`config.mk`:
```
export PLATFORM = sky130hd
export DESIGN_NAME = autocalibrating_axis_scaler_unit
export DESIGN_NICKNAME = d
export VERILOG_FILES = /design/src/asu_pkg.sv /design/src/asu_ctrl.sv /design/src/asu_dpath.sv /design/src/autocalibrating_axis_scaler_unit.sv
export SDC_FILE = /design/constraint.sdc
export NUM_CORES = 1
export LEC_CHECK = 0
export BUFFER_PORTS_ARGS = -buffer_cell sky130_fd_sc_hd__buf_2
export CELL_PAD_IN_SITES_DETAIL_PLACEMENT = 1
export CELL_PAD_IN_SITES_GLOBAL_PLACEMENT = 1
export CORE_MARGIN = 5
export CORE_UTILIZATION = 35
export CTS_CLUSTER_DIAMETER = 30
export DETAILED_ROUTE_END_ITERATION = 7
export GPL_TIMING_DRIVEN = 0
export PLACE_DENSITY_LB_ADDON = 0.05
export SLEW_MARGIN = 5
export SYNTH_ARGS = -nofsm -noshare
export SYNTH_HDL_FRONTEND = slang
export SYNTH_HIERARCHICAL = 1
export SYNTH_SLANG_ARGS = --single-unit
```
`constraint.sdc`:
```
create_clock -name clk -period 6.6 [get_ports clk]
set_input_delay 1.32 -clock clk [delete_from_list [all_inputs] [get_ports clk]]
set_output_delay 1.32 -clock clk [all_outputs]
set_load 0.01 [all_outputs]
```
`src/asu_pkg.sv`:
```
// ----------------------------------------------------------------------------
// asu_pkg
// Shared types and constants of the auto-ranging axis scaler.
// ----------------------------------------------------------------------------
`timescale 1ns / 1ps

package asu_pkg;

    localparam int SAMPLE_W = 12;
    localparam int VAL_W    = 8;

    // Operation codes carried in tuser
    localparam logic OP_SAMPLE = 1'b0;
    localparam logic OP_LOAD   = 1'b1;

    // Calibration range after reset
    localparam logic [VAL_W-1:0] RANGE_MIN_RST = 8'd0;
    localparam logic [VAL_W-1:0] RANGE_MAX_RST = 8'd254;

    typedef struct packed {
        logic accept;    // capture request, filter and widen
        logic mul;       // form product and span, seed divider
        logic div_step;  // one restoring division step
        logic out_load;  // write the result register
    } asu_cmd_t;

    typedef struct packed {
        logic out_valid; // result register holds an untaken result
    } asu_sts_t;

endpackage

```
`src/asu_ctrl.sv`:
```
// ----------------------------------------------------------------------------
// asu_ctrl
// Sequencer: accept, multiply, eight divider steps, result write; a load goes from accept to the result write.
// ----------------------------------------------------------------------------
`timescale 1ns / 1ps

module asu_ctrl
    import asu_pkg::*;
(
    input  logic     clk,
    input  logic     rst_n,
    input  logic     s_axis_tvalid,
    output logic     s_axis_tready,
    input  logic     op,
    input  logic     m_axis_tready,
    input  asu_sts_t sts,
    output asu_cmd_t cmd
);

    localparam logic [1:0] ST_IDLE = 2'd0;
    localparam logic [1:0] ST_MUL  = 2'd1;
    localparam logic [1:0] ST_DIV  = 2'd2;
    localparam logic [1:0] ST_DONE = 2'd3;

    localparam logic [2:0] LAST_STEP = 3'd7;

    logic [1:0] state_reg, state_next;
    logic [2:0] step_reg, step_next;

    always_ff @(posedge clk or negedge rst_n)
    begin
        if (!rst_n)
        begin
            state_reg <= ST_IDLE;
            step_reg  <= 3'd0;
        end
        else
        begin
            state_reg <= state_next;
            step_reg  <= step_next;
        end
    end

    assign s_axis_tready = (state_reg == ST_IDLE);

    always_comb
    begin
        state_next   = state_reg;
        step_next    = step_reg;
        cmd          = '0;
        case (state_reg)
            ST_IDLE:
            begin
                if (s_axis_tvalid)
                begin
                    cmd.accept = 1'b1;
                    state_next = (op == OP_LOAD) ? ST_DONE : ST_MUL;
                end
            end
            ST_MUL:
            begin
                cmd.mul    = 1'b1;
                step_next  = 3'd0;
                state_next = ST_DIV;
            end
            ST_DIV:
            begin
                cmd.div_step = 1'b1;
                step_next    = step_reg + 3'd1;
                if (step_reg == LAST_STEP)
                begin
                    state_next = ST_DONE;
                end
            end
            ST_DONE:
            begin
                // hold until the result register frees up
                if (!sts.out_valid || m_axis_tready)
                begin
                    cmd.out_load = 1'b1;
                    state_next   = ST_IDLE;
                end
            end
            default:
            begin
                state_next = ST_IDLE;
            end
        endcase
    end

endmodule

```
`src/asu_dpath.sv`:
```
// ----------------------------------------------------------------------------
// asu_dpath
// Filter, range tracking, multiplier, restoring divider and result register.
// ----------------------------------------------------------------------------
`timescale 1ns / 1ps

module asu_dpath
    import asu_pkg::*;
#(
    parameter int FULL_SCALE = 254
)
(
    input  logic                clk,
    input  logic                rst_n,
    input  asu_cmd_t            cmd,
    output asu_sts_t            sts,
    input  logic                op,
    input  logic [SAMPLE_W-1:0] adc_sample,
    input  logic [VAL_W-1:0]    cal_min_in,
    input  logic [VAL_W-1:0]    cal_max_in,
    input  logic                cfg_valid,
    input  logic                cfg_data,
    input  logic                m_axis_tready,
    output logic                m_axis_tvalid,
    output logic [VAL_W-1:0]    axis_value,
    output logic                widened,
    output logic [VAL_W-1:0]    cal_min_out,
    output logic [VAL_W-1:0]    cal_max_out
);

    localparam logic [VAL_W-1:0] FS = FULL_SCALE[VAL_W-1:0];

    logic                 reverse_reg;
    logic [VAL_W-1:0]     prev_reg, prev_next;
    logic [VAL_W-1:0]     min_reg, min_next;
    logic [VAL_W-1:0]     max_reg, max_next;
    logic [VAL_W-1:0]     v_reg;
    logic                 load_reg;
    logic                 wide_reg, wide_next;
    logic [VAL_W-1:0]     span_reg;
    logic                 empty_reg;
    logic [VAL_W-1:0]     rem_reg, rem_next;
    logic [VAL_W-1:0]     quo_reg, quo_next;
    logic                 out_valid_reg;
    logic [VAL_W-1:0]     axis_reg, axis_next;
    logic                 owide_reg;
    logic [VAL_W-1:0]     omin_reg;
    logic [VAL_W-1:0]     omax_reg;

    logic [VAL_W:0]       filt_sum;
    logic [VAL_W-1:0]     filt;
    logic [VAL_W-1:0]     diff;
    logic [2*VAL_W-1:0]   prod;
    logic [VAL_W:0]       trial;
    logic [VAL_W:0]       trial_sub;

    // filter and widening, evaluated on the incoming request
    always_comb
    begin
        filt_sum  = {1'b0, adc_sample[SAMPLE_W-1 -: VAL_W]} + {1'b0, prev_reg};
        filt      = filt_sum[VAL_W:1];
        prev_next = prev_reg;
        min_next  = min_reg;
        max_next  = max_reg;
        wide_next = 1'b0;
        if (op == OP_SAMPLE)
        begin
            prev_next = filt;
            if (filt < min_reg)
            begin
                min_next  = filt;
                wide_next = 1'b1;
            end
            if (filt > max_reg)
            begin
                max_next  = filt;
                wide_next = 1'b1;
            end
        end
        else
        begin
            min_next = cal_min_in;
            max_next = cal_max_in;
        end
    end

    always_ff @(posedge clk or negedge rst_n)
    begin
        if (!rst_n)
        begin
            reverse_reg <= 1'b0;
            prev_reg    <= '0;
            min_reg     <= RANGE_MIN_RST;
            max_reg     <= RANGE_MAX_RST;
        end
        else
        begin
            if (cfg_valid)
            begin
                reverse_reg <= cfg_data;
            end
            if (cmd.accept)
            begin
                prev_reg <= prev_next;
                min_reg  <= min_next;
                max_reg  <= max_next;
            end
        end
    end

    always_ff @(posedge clk)
    begin
        if (cmd.accept)
        begin
            v_reg    <= filt;
            load_reg <= (op == OP_LOAD);
            wide_reg <= wide_next;
        end
    end

    // widening leaves min <= v <= max, so both differences are non-negative
    assign diff = v_reg - min_reg;
    assign prod = {{VAL_W{1'b0}}, diff} * {{VAL_W{1'b0}}, FS};

    // quotient fits in 8 bits, so the top byte of the product seeds the remainder
    always_comb
    begin
        trial     = {rem_reg, quo_reg[VAL_W-1]};
        trial_sub = trial - {1'b0, span_reg};
        rem_next  = rem_reg;
        quo_next  = quo_reg;
        if (cmd.mul)
        begin
            rem_next = prod[2*VAL_W-1:VAL_W];
            quo_next = prod[VAL_W-1:0];
        end
        else if (cmd.div_step)
        begin
            if (trial >= {1'b0, span_reg})
            begin
                rem_next = trial_sub[VAL_W-1:0];
                quo_next = {quo_reg[VAL_W-2:0], 1'b1};
            end
            else
            begin
                rem_next = trial[VAL_W-1:0];
                quo_next = {quo_reg[VAL_W-2:0], 1'b0};
            end
        end
    end

    always_ff @(posedge clk)
    begin
        if (cmd.mul)
        begin
            span_reg  <= max_reg - min_reg;
            empty_reg <= (max_reg == min_reg);
        end
        rem_reg <= rem_next;
        quo_reg <= quo_next;
    end

    always_comb
    begin
        if (load_reg || empty_reg)
        begin
            axis_next = '0;
        end
        else if (reverse_reg)
        begin
            axis_next = FS - quo_reg;
        end
        else
        begin
            axis_next = quo_reg;
        end
    end

    always_ff @(posedge clk or negedge rst_n)
    begin
        if (!rst_n)
        begin
            out_valid_reg <= 1'b0;
        end
        else if (cmd.out_load)
        begin
            out_valid_reg <= 1'b1;
        end
        else if (m_axis_tready)
        begin
            out_valid_reg <= 1'b0;
        end
    end

    always_ff @(posedge clk)
    begin
        if (cmd.out_load)
        begin
            axis_reg  <= axis_next;
            owide_reg <= wide_reg & ~load_reg;
            omin_reg  <= min_reg;
            omax_reg  <= max_reg;
        end
    end

    assign sts.out_valid = out_valid_reg;
    assign m_axis_tvalid = out_valid_reg;
    assign axis_value    = axis_reg;
    assign widened       = owide_reg;
    assign cal_min_out   = omin_reg;
    assign cal_max_out   = omax_reg;

endmodule

```
`src/autocalibrating_axis_scaler_unit.sv`:
```
// ----------------------------------------------------------------------------
// autocalibrating_axis_scaler_unit
// Each request is either a converter sample or a calibration load. A sample
// is cut to 8 bits, averaged with the last filtered value, widens the
// calibration range if it falls outside it, and is mapped onto
// 0..FULL_SCALE (reversed when the config bit is set); a load writes the
// range and returns 0. Every result carries the range after the request.
// A sample passes filtering and widening, the 8x8 multiply, eight steps
// of the restoring divider at one quotient bit per cycle, and the result
// register write, which waits while an earlier result is stalled; a load
// skips from accept to the write. A new request is accepted the cycle after
// the result register is written, even while that result waits for m_axis_tready.
// ----------------------------------------------------------------------------
`timescale 1ns / 1ps

module autocalibrating_axis_scaler_unit
    import asu_pkg::*;
#(
    parameter int FULL_SCALE = 254
)
(
    input  logic        clk,
    input  logic        rst_n,
    input  logic        s_axis_tvalid,
    output logic        s_axis_tready,
    input  logic [31:0] s_axis_tdata,  // adc_sample[11:0], cal_min_in[19:12], cal_max_in[27:20]
    input  logic        s_axis_tuser,  // operation[0]
    output logic        m_axis_tvalid,
    input  logic        m_axis_tready,
    output logic [23:0] m_axis_tdata,  // axis_value[7:0], cal_min_out[15:8], cal_max_out[23:16]
    output logic        m_axis_tuser,  // widened[0]
    input  logic        cfg_valid,
    output logic        cfg_ready,
    input  logic        cfg_data       // reverse_axis
);

    asu_cmd_t         cmd;
    asu_sts_t         sts;
    logic [VAL_W-1:0] axis_value;
    logic [VAL_W-1:0] cal_min_out;
    logic [VAL_W-1:0] cal_max_out;

    assign cfg_ready = 1'b1;

    asu_ctrl u_ctrl (
        .clk           (clk),
        .rst_n         (rst_n),
        .s_axis_tvalid (s_axis_tvalid),
        .s_axis_tready (s_axis_tready),
        .op            (s_axis_tuser),
        .m_axis_tready (m_axis_tready),
        .sts           (sts),
        .cmd           (cmd)
    );

    asu_dpath #(
        .FULL_SCALE (FULL_SCALE)
    ) u_dpath (
        .clk           (clk),
        .rst_n         (rst_n),
        .cmd           (cmd),
        .sts           (sts),
        .op            (s_axis_tuser),
        .adc_sample    (s_axis_tdata[11:0]),
        .cal_min_in    (s_axis_tdata[19:12]),
        .cal_max_in    (s_axis_tdata[27:20]),
        .cfg_valid     (cfg_valid),
        .cfg_data      (cfg_data),
        .m_axis_tready (m_axis_tready),
        .m_axis_tvalid (m_axis_tvalid),
        .axis_value    (axis_value),
        .widened       (m_axis_tuser),
        .cal_min_out   (cal_min_out),
        .cal_max_out   (cal_max_out)
    );

    assign m_axis_tdata = {cal_max_out, cal_min_out, axis_value};

endmodule

```
==> impl_metrics.toml, run 1 <==
[synth]
post-synth-top-count-cell = "ha_1"
syn_inst = 678
ys.flop_type = "edfxtp_1"
synth_area_leaders = "edfxtp_1, ha_1, dfrtp_1, inv_1, fa_1"
ys_seq_area_frac = 0.374
synth_nets = 823
ys_warn_count = 6
synth_seq_cells = 91
async_reset_ff_frac = 0.341
yosys.area.top_type_share = 0.257
synth_edf_count = 59
synth.avg_cell_area_um2 = 10.2
post-synth-top-area-cell = "edfxtp_1"
ys_types = 70
netlist_area_mm2 = 0.00689
synth_commonest_cells = "ha_1, inv_1, edfxtp_1, o21ai_0, nand2_1"

[floorplan]
initial_core_util = 0.355
die_width_um = 150
die_area_mm2 = 0.0226
ios = 67
num_rows = 51
dieHeight_um = 150
coreArea_mm2 = 0.0194

[route]
drt_iter0_drc = 192
ant_nets = 0
drt_wl_total_um = 18600
wl_per_cell_um = 18.3
num_vias = 5188
vias_per_cell = 5.10
first_pass_iters = 4
drc = 0

[clock_tree]
cts.repair.resized = 0
clkTransAtPathRegs_ns = 0.07
cts_setup_buffers = 0
cts_buffer_depth = 2
numCtsBuffers = 9
clock_sinks = 91
insertion_delay_ns = 0.35
cts_htree_levels = 3
cts_tree = "done"
cts_hold_buffers = 0
clock_tree.root_cell = "clkbuf_16"

[setup_path]
crit_type = "flip-flop to flip-flop"
cp.arrival_ns = 6.07
critPathSlowestCell = "fa_1"
critPathMaxFanout = 10
slowest_delay_ns = 0.56
cp-start-kind = "flip-flop"
end_kind = "flip-flop"
crit_chain = "inv_1 > ha_1 > nor2b_4 > o31a_1 > o31a_1 > nor3_2 > buf_4 > xor2_2 > xnor2_1 > fa_1 > inv_1 > ha_1 > xnor2_1 > fa_1 > inv_1 > ha_1 > o211ai_1 > a21oi_1 > o31a_1 > a31oi_1 > mux2i_1 > a311o_1"
crit_required_ns = 6.70

[timing]
finClkSkew_ns = 0.0129
hold_viol = 0
min_period_ns = 5.97
worst_slew_pin_slew_ns = 1.28
slew_violations = 0
rsz0062_at_grt = "no"
relSlewSlack = 0.136
setup_tns_ns = 0
max_freq_mhz = 168
setup_viol_count_final = 0
post-route-period-util = 0.904

[global_route]
grt_use_total = 0.175
grt_pass1_wl_um = 30800
grt_pass1_vias = 5874
grt_max_degree = 32
overflow = 0
antenna_found_initial = 0

[status]
status = "finished, final reports clean"

[cells_and_area]
final_layout_size_suffix_gt1_frac = 0.152
area_growth_pct = 13.8
diodes = 0
final_nets = 892

[placed_design]
gp_congestion = 0.837
hpwlAfterDp_um = 15200
port_buffers = 57

[min_path]
hold_path_class = "flip-flop to flip-flop"

[run]
maxCapViolations = 0
layer usage:
layer  track usage  vias to the layer above  wire length (um)  share of wire
met4        0.0668                        0               564          0.030
met3        0.0274                       31               479          0.026
met2         0.314                       83              9460           0.51
met1         0.211                     2521              8140           0.44
met5             0                        -                 0              0
li1              -                     2553                 -              -
layout make-up:
class | instances | area (um^2)
fill | 2253 | 11600
multi-input combinational | 482 | 3920
sequential | 91 | 2580
inverter | 91 | 342
tap | 265 | 332
timing repair buffer | 58 | 313
clock buffer | 9 | 225
clock inverter | 7 | 66.3
buffer | 14 | 65.1
cells by family (layout without fill, tap and decap cells):
family,Yosys count,count (layout),synth area share
AOI/OAI and AO/OA,165,165,0.161
and+or+nand+nor,149,149,0.106
adders and majority gates,109,109,0.215
buffers and inverters,105,179,0.0590
DFF,91,91,0.374
xor gates and xnor gates,40,40,0.0567
muxes,18,18,0.0278
other,1,1,0.000545
layout by cell type, fill, tap and decap left out, types with 14 or more instances in the layout:
cell type / synthesis / routed
ha_1: 90 / 90
xnor2_1: 23 / 23
a21o_1: 15 / 15
fa_1: 16 / 16
inv_1: 89 / 89
edfxtp_1: 59 / 59
nor2_1: 35 / 35
nand2_1: 40 / 40
buf_2: 1 / 58
a21oi_1: 34 / 34
dfrtp_1: 24 / 24
xor2_1: 14 / 14
o21ai_0: 41 / 41
final timing paths:
path	slack, ns	to	startpoint	depth (start not counted)
setup / recovery	0.63	u_dpath/rem_reg[5]	u_dpath/min_reg[1]	22
hold / removal	0.44	u_dpath/cal_min_out[2]	u_dpath/min_reg[2]	0
setup reg to reg	0.63	u_dpath/rem_reg[5]	u_dpath/min_reg[1]	22
hold reg to reg	0.44	u_dpath/cal_min_out[2]	u_dpath/min_reg[2]	0
max in group asynchronous	5.08	u_dpath/min_reg[5]	rst_n	1
min in group asynchronous	1.03	u_ctrl/step_reg[2]	rst_n	1
worst max-delay path, delay by kind of cell (launching register included):
family / cells / cell delay, ns
mux: 1 / 0.14
xor+xnor: 3 / 0.49
buf+inv: 4 / 0.48
compound gates: 7 / 1.77
simple gates: 2 / 0.35
flops: 1 / 0.46
fa+ha+maj: 5 / 2.03
metrics by stage:
stage	area, um^2	instances	util	hold WS, ns	setup slack, ns
floorplan	6890	678	-	0.425	1.30
finish	7830	1017	0.404	0.444	0.631
CTS	7830	1017	0.404	0.446	0.525
global placement	7500	1000	0.387	0.437	0.651
detailed placement	7540	1001	0.389	0.437	0.554
global route	7830	1017	0.404	0.469	0.264
Power of run 1 is not shown: default switching activity piles up to over one toggle a cycle in this logic, so the estimate is an artifact.
==> run 2: changes to the inputs <==
CELL_PAD_IN_SITES_DETAIL_PLACEMENT = default   (was 1)
CELL_PAD_IN_SITES_GLOBAL_PLACEMENT = default   (was 1)
==> run 2 against run 1 <==
  * Worst setup slack got worse by 0.034 ns
  * Flip-flop and latch count did not move
  * Register-to-register slack got worse by 0.03 ns
==> impl_metrics.toml, run 2 (same netlist as run 1, synthesis figures left out) <==
[clock_tree]
cts_buffer_depth = 2
numCtsBuffers = 9
cts_setup_buffers = 0
cts_tree = "done"
cts_htree_levels = 3
clkTransAtPathRegs_ns = 0.08
cts.repair.resized = 0
clock_sinks = 91
insertion_delay_ns = 0.36
clock_tree.root_cell = "clkbuf_16"
cts_hold_buffers = 0

[placed_design]
gp_congestion = 0.831
hpwlAfterDp_um = 13900
port_buffers = 57

[route]
num_vias = 5087
drt_iter0_drc = 312
first_pass_iters = 4
drt_wl_total_um = 17200
vias_per_cell = 5.00
ant_nets = 0
drc = 0
wl_per_cell_um = 16.9

[setup_path]
crit_type = "flip-flop to flip-flop"
end_kind = "flip-flop"
crit_required_ns = 6.69
critPathMaxFanout = 10
cp-start-kind = "flip-flop"
cp.arrival_ns = 6.09

[timing]
max_freq_mhz = 167
finClkSkew_ns = 0.0166
post-route-period-util = 0.910
worst_slew_pin_slew_ns = 1.08
setup_tns_ns = 0
relSlewSlack = 0.269
hold_viol = 0
rsz0062_at_grt = "no"
min_period_ns = 6.00
setup_viol_count_final = 0
slew_violations = 0

[global_route]
grt_pass1_wl_um = 27800
grt_max_degree = 32
antenna_found_initial = 0
overflow = 0
grt_use_total = 0.159
grt_pass1_vias = 5226

[cells_and_area]
final_layout_size_suffix_gt1_frac = 0.152
diodes = 0
final_nets = 892
final_cell_mix = "ha_1, inv_1, edfxtp_1, buf_2, o21ai_0"
area_growth_pct = 13.8
mostFrequentLayoutCell = "ha_1"

[run]
maxCapViolations = 0

[floorplan]
coreArea_mm2 = 0.0194
num_rows = 51
initial_core_util = 0.355
die_area_mm2 = 0.0226
die_width_um = 150
dieHeight_um = 150
ios = 67

[status]
status = "finished, final reports clean"

[min_path]
hold_path_class = "flip-flop to flip-flop"
run 2: final timing paths:
check	start	end	slack (ns)	cells after the start
worst max-delay path	u_dpath/min_reg[0]	u_dpath/rem_reg[6]	0.60	21
worst min-delay path	u_dpath/min_reg[2]	u_dpath/cal_min_out[2]	0.46	0
worst max register to register	u_dpath/min_reg[0]	u_dpath/rem_reg[6]	0.60	21
worst min register to register	u_dpath/min_reg[2]	u_dpath/cal_min_out[2]	0.46	0
max in group asynchronous	rst_n	u_dpath/min_reg[2]	5.06	1
min in group asynchronous	rst_n	u_ctrl/step_reg[2]	1.03	1
run 2: final cells by class:
class / count / area, um^2
Fill cell: 1965 / 11600
Multi-Input combinational cell: 482 / 3920
Sequential cell: 91 / 2580
Inverter: 91 / 342
Tap cell: 265 / 332
Timing Repair Buffer: 58 / 313
Clock buffer: 9 / 225
Clock inverter: 7 / 70.1
Buffer: 14 / 65.1
run 2: layer usage:
metal,share of wire,GRT usage,up-vias
met5,0,0,-
met4,0.022,0.0567,0
met3,0.041,0.0271,29
met2,0.46,0.252,97
met1,0.48,0.219,2411
li1,-,-,2550
run 2: critical path: stages, from the launching register on:
cell and delay (ns):
dfrtp_1 0.54, ha_1 0.20, inv_1 0.05, fa_1 0.42
a21oi_2 0.22, o21ai_0 0.13, a21oi_1 0.24, buf_2 0.33
xnor2_1 0.15, xnor2_1 0.33, ha_1 0.29, inv_1 0.08
fa_1 0.41, fa_1 0.51, inv_1 0.05, ha_1 0.37
and2_1 0.21, a311oi_2 0.33, a22oi_1 0.20, a311oi_1 0.37
xor2_1 0.19, o221ai_1 0.12
run 2: stage by stage:
step           instances   util  hold WS (ns)  worst slack, ns  area (um^2)
4_1_cts             1017  0.404         0.466            0.590         7840
6_report            1017  0.404         0.462            0.596         7840
3_5_place_dp        1001  0.389         0.441            0.631         7540
3_3_place_gp        1000  0.387         0.451            0.690         7500
2_1_floorplan        678      -         0.425             1.30         6890
5_1_grt             1017  0.404         0.479            0.143         7840
Power of run 2 is left out for the same reason.
==> run 3: changes to the inputs <==
CELL_PAD_IN_SITES_DETAIL_PLACEMENT = 0   (was default)
CELL_PAD_IN_SITES_GLOBAL_PLACEMENT = 1   (was default)
==> run 3 against run 2 <==
  * Critical path depth grew 1
  * Non-clock buffer count did not move
  * Critical endpoint unchanged
  * Global-route usage increased by 0.18 points
  * Count of clock-buffer cells in the layout up 3
  * Worst hold slack got worse by 0.0026 ns
  * Register-to-register slack gained 0.06 ns
  * Cell count unchanged
  * Sequential share of layout area up 0.063 points
  * Routed wire length up 1.8%
  * Die area stayed put
==> impl_metrics.toml, run 3 (same netlist as run 1, synthesis figures left out) <==
[cells_and_area]
design_area_mm2 = 0.00782
mostFrequentLayoutCell = "ha_1"
final_layout_size_suffix_gt1_frac = 0.148
final_cell_mix = "ha_1, inv_1, edfxtp_1, buf_2, o21ai_0"
area_growth_pct = 13.6
final_nets = 892
diodes = 0

[clock_tree]
cts.repair.resized = 0
clock_tree.root_cell = "clkbuf_16"
cts_tree = "done"
cts_hold_buffers = 0
cts_htree_levels = 3
clock_sinks = 91
clkTransAtPathRegs_ns = 0.06
cts_buffer_depth = 2
numCtsBuffers = 9
cts_setup_buffers = 0
insertion_delay_ns = 0.35

[floorplan]
die_width_um = 150
coreArea_mm2 = 0.0194
num_rows = 51
initial_core_util = 0.355
ios = 67
die_area_mm2 = 0.0226
dieHeight_um = 150

[global_route]
grt_use_total = 0.161
grt_pass1_vias = 5295
grt_pass1_wl_um = 28100
grt_max_degree = 32
overflow = 0
antenna_found_initial = 0

[placed_design]
placed_cell_area_mm2 = 0.00754
hpwlAfterDp_um = 14100
port_buffers = 57
gp_congestion = 0.837

[setup_path]
crit_family = "adder cells"
cp.arrival_ns = 6.01
cp-start-kind = "flip-flop"
slowest_delay_ns = 0.55
reg2reg_setup_slack_ns = 0.65
crit_chain = "inv_1 > ha_1 > nor2b_4 > o31a_1 > o31a_1 > nor3_2 > buf_4 > xor2_2 > xnor2_1 > fa_1 > inv_1 > ha_1 > xnor2_1 > fa_1 > inv_1 > ha_1 > o21a_1 > o21ai_0 > a22oi_1 > a311oi_1 > xor2_1 > o221ai_1"
crit_required_ns = 6.67
critPathSlowestCell = "fa_1"
critPathMaxFanout = 10
crit_buf_inv = 4
crit_type = "flip-flop to flip-flop"
end_kind = "flip-flop"

[min_path]
hold_path_class = "flip-flop to flip-flop"

[timing]
slew_violations = 0
hold_viol = 0
setup_viol_count_final = 0
rsz0062_at_grt = "no"
relSlewSlack = 0.117
setup_tns_ns = 0
post-route-period-util = 0.901
max_freq_mhz = 168
min_period_ns = 5.95
finClkSkew_ns = 0.0116
worst_slew_pin_slew_ns = 1.31

[route]
num_vias = 5120
drc = 0
drt_wl_total_um = 17500
top_layer_used = "met4"
met2_length_um = 8980
ant_nets = 0
drt_iter0_drc = 167
wl_per_cell_um = 17.2
vias_per_cell = 5.03
dr_wl_met3_um = 481
met1_length_um = 7750
first_pass_iters = 4

[run]
maxCapViolations = 0

[status]
status = "finished, final reports clean"
run 3: through the flow:
| step | cells | hold WS, ns | utilization | setup slack (ns) |
|---|---|---|---|---|
| final | 1017 | 0.459 | 0.403 | 0.652 |
| after global routing | 1017 | 0.481 | 0.403 | 0.237 |
| after CTS | 1017 | 0.463 | 0.403 | 0.572 |
| after detailed placement | 1001 | 0.443 | 0.389 | 0.616 |
| after global placement | 1000 | 0.437 | 0.387 | 0.651 |
| after floorplan | 678 | 0.425 | - | 1.30 |
run 3: cell type report:
| class | instances | area (um^2) |
|---|---|---|
| clock buffer | 12 | 258 |
| inverter | 91 | 342 |
| timing repair buffer | 58 | 313 |
| sequential | 91 | 2580 |
| clock inverter | 4 | 22.5 |
| buffer | 14 | 65.1 |
| multi-input combinational | 482 | 3920 |
| fill | 1975 | 11600 |
| tap | 265 | 332 |
run 3: final timing paths:
| path | startpoint | to | cells after the start |
|---|---|---|---|
| max | u_dpath/min_reg[1] | u_dpath/rem_reg[6] | 22 |
| min | u_dpath/min_reg[2] | u_dpath/cal_min_out[2] | 0 |
| max reg2reg | u_dpath/min_reg[1] | u_dpath/rem_reg[6] | 22 |
| min reg2reg | u_dpath/min_reg[2] | u_dpath/cal_min_out[2] | 0 |
| max in group asynchronous | rst_n | u_dpath/min_reg[7] | 1 |
| min in group asynchronous | rst_n | u_dpath/reverse_reg | 1 |
run 3: per-layer routing:
metal,GRT usage,vias to the layer above
li1,-,2550
met1,0.199,2471
met2,0.288,79
met3,0.0271,20
met4,0.0453,0
met5,0,-
Power of run 3 is left out for the same reason.
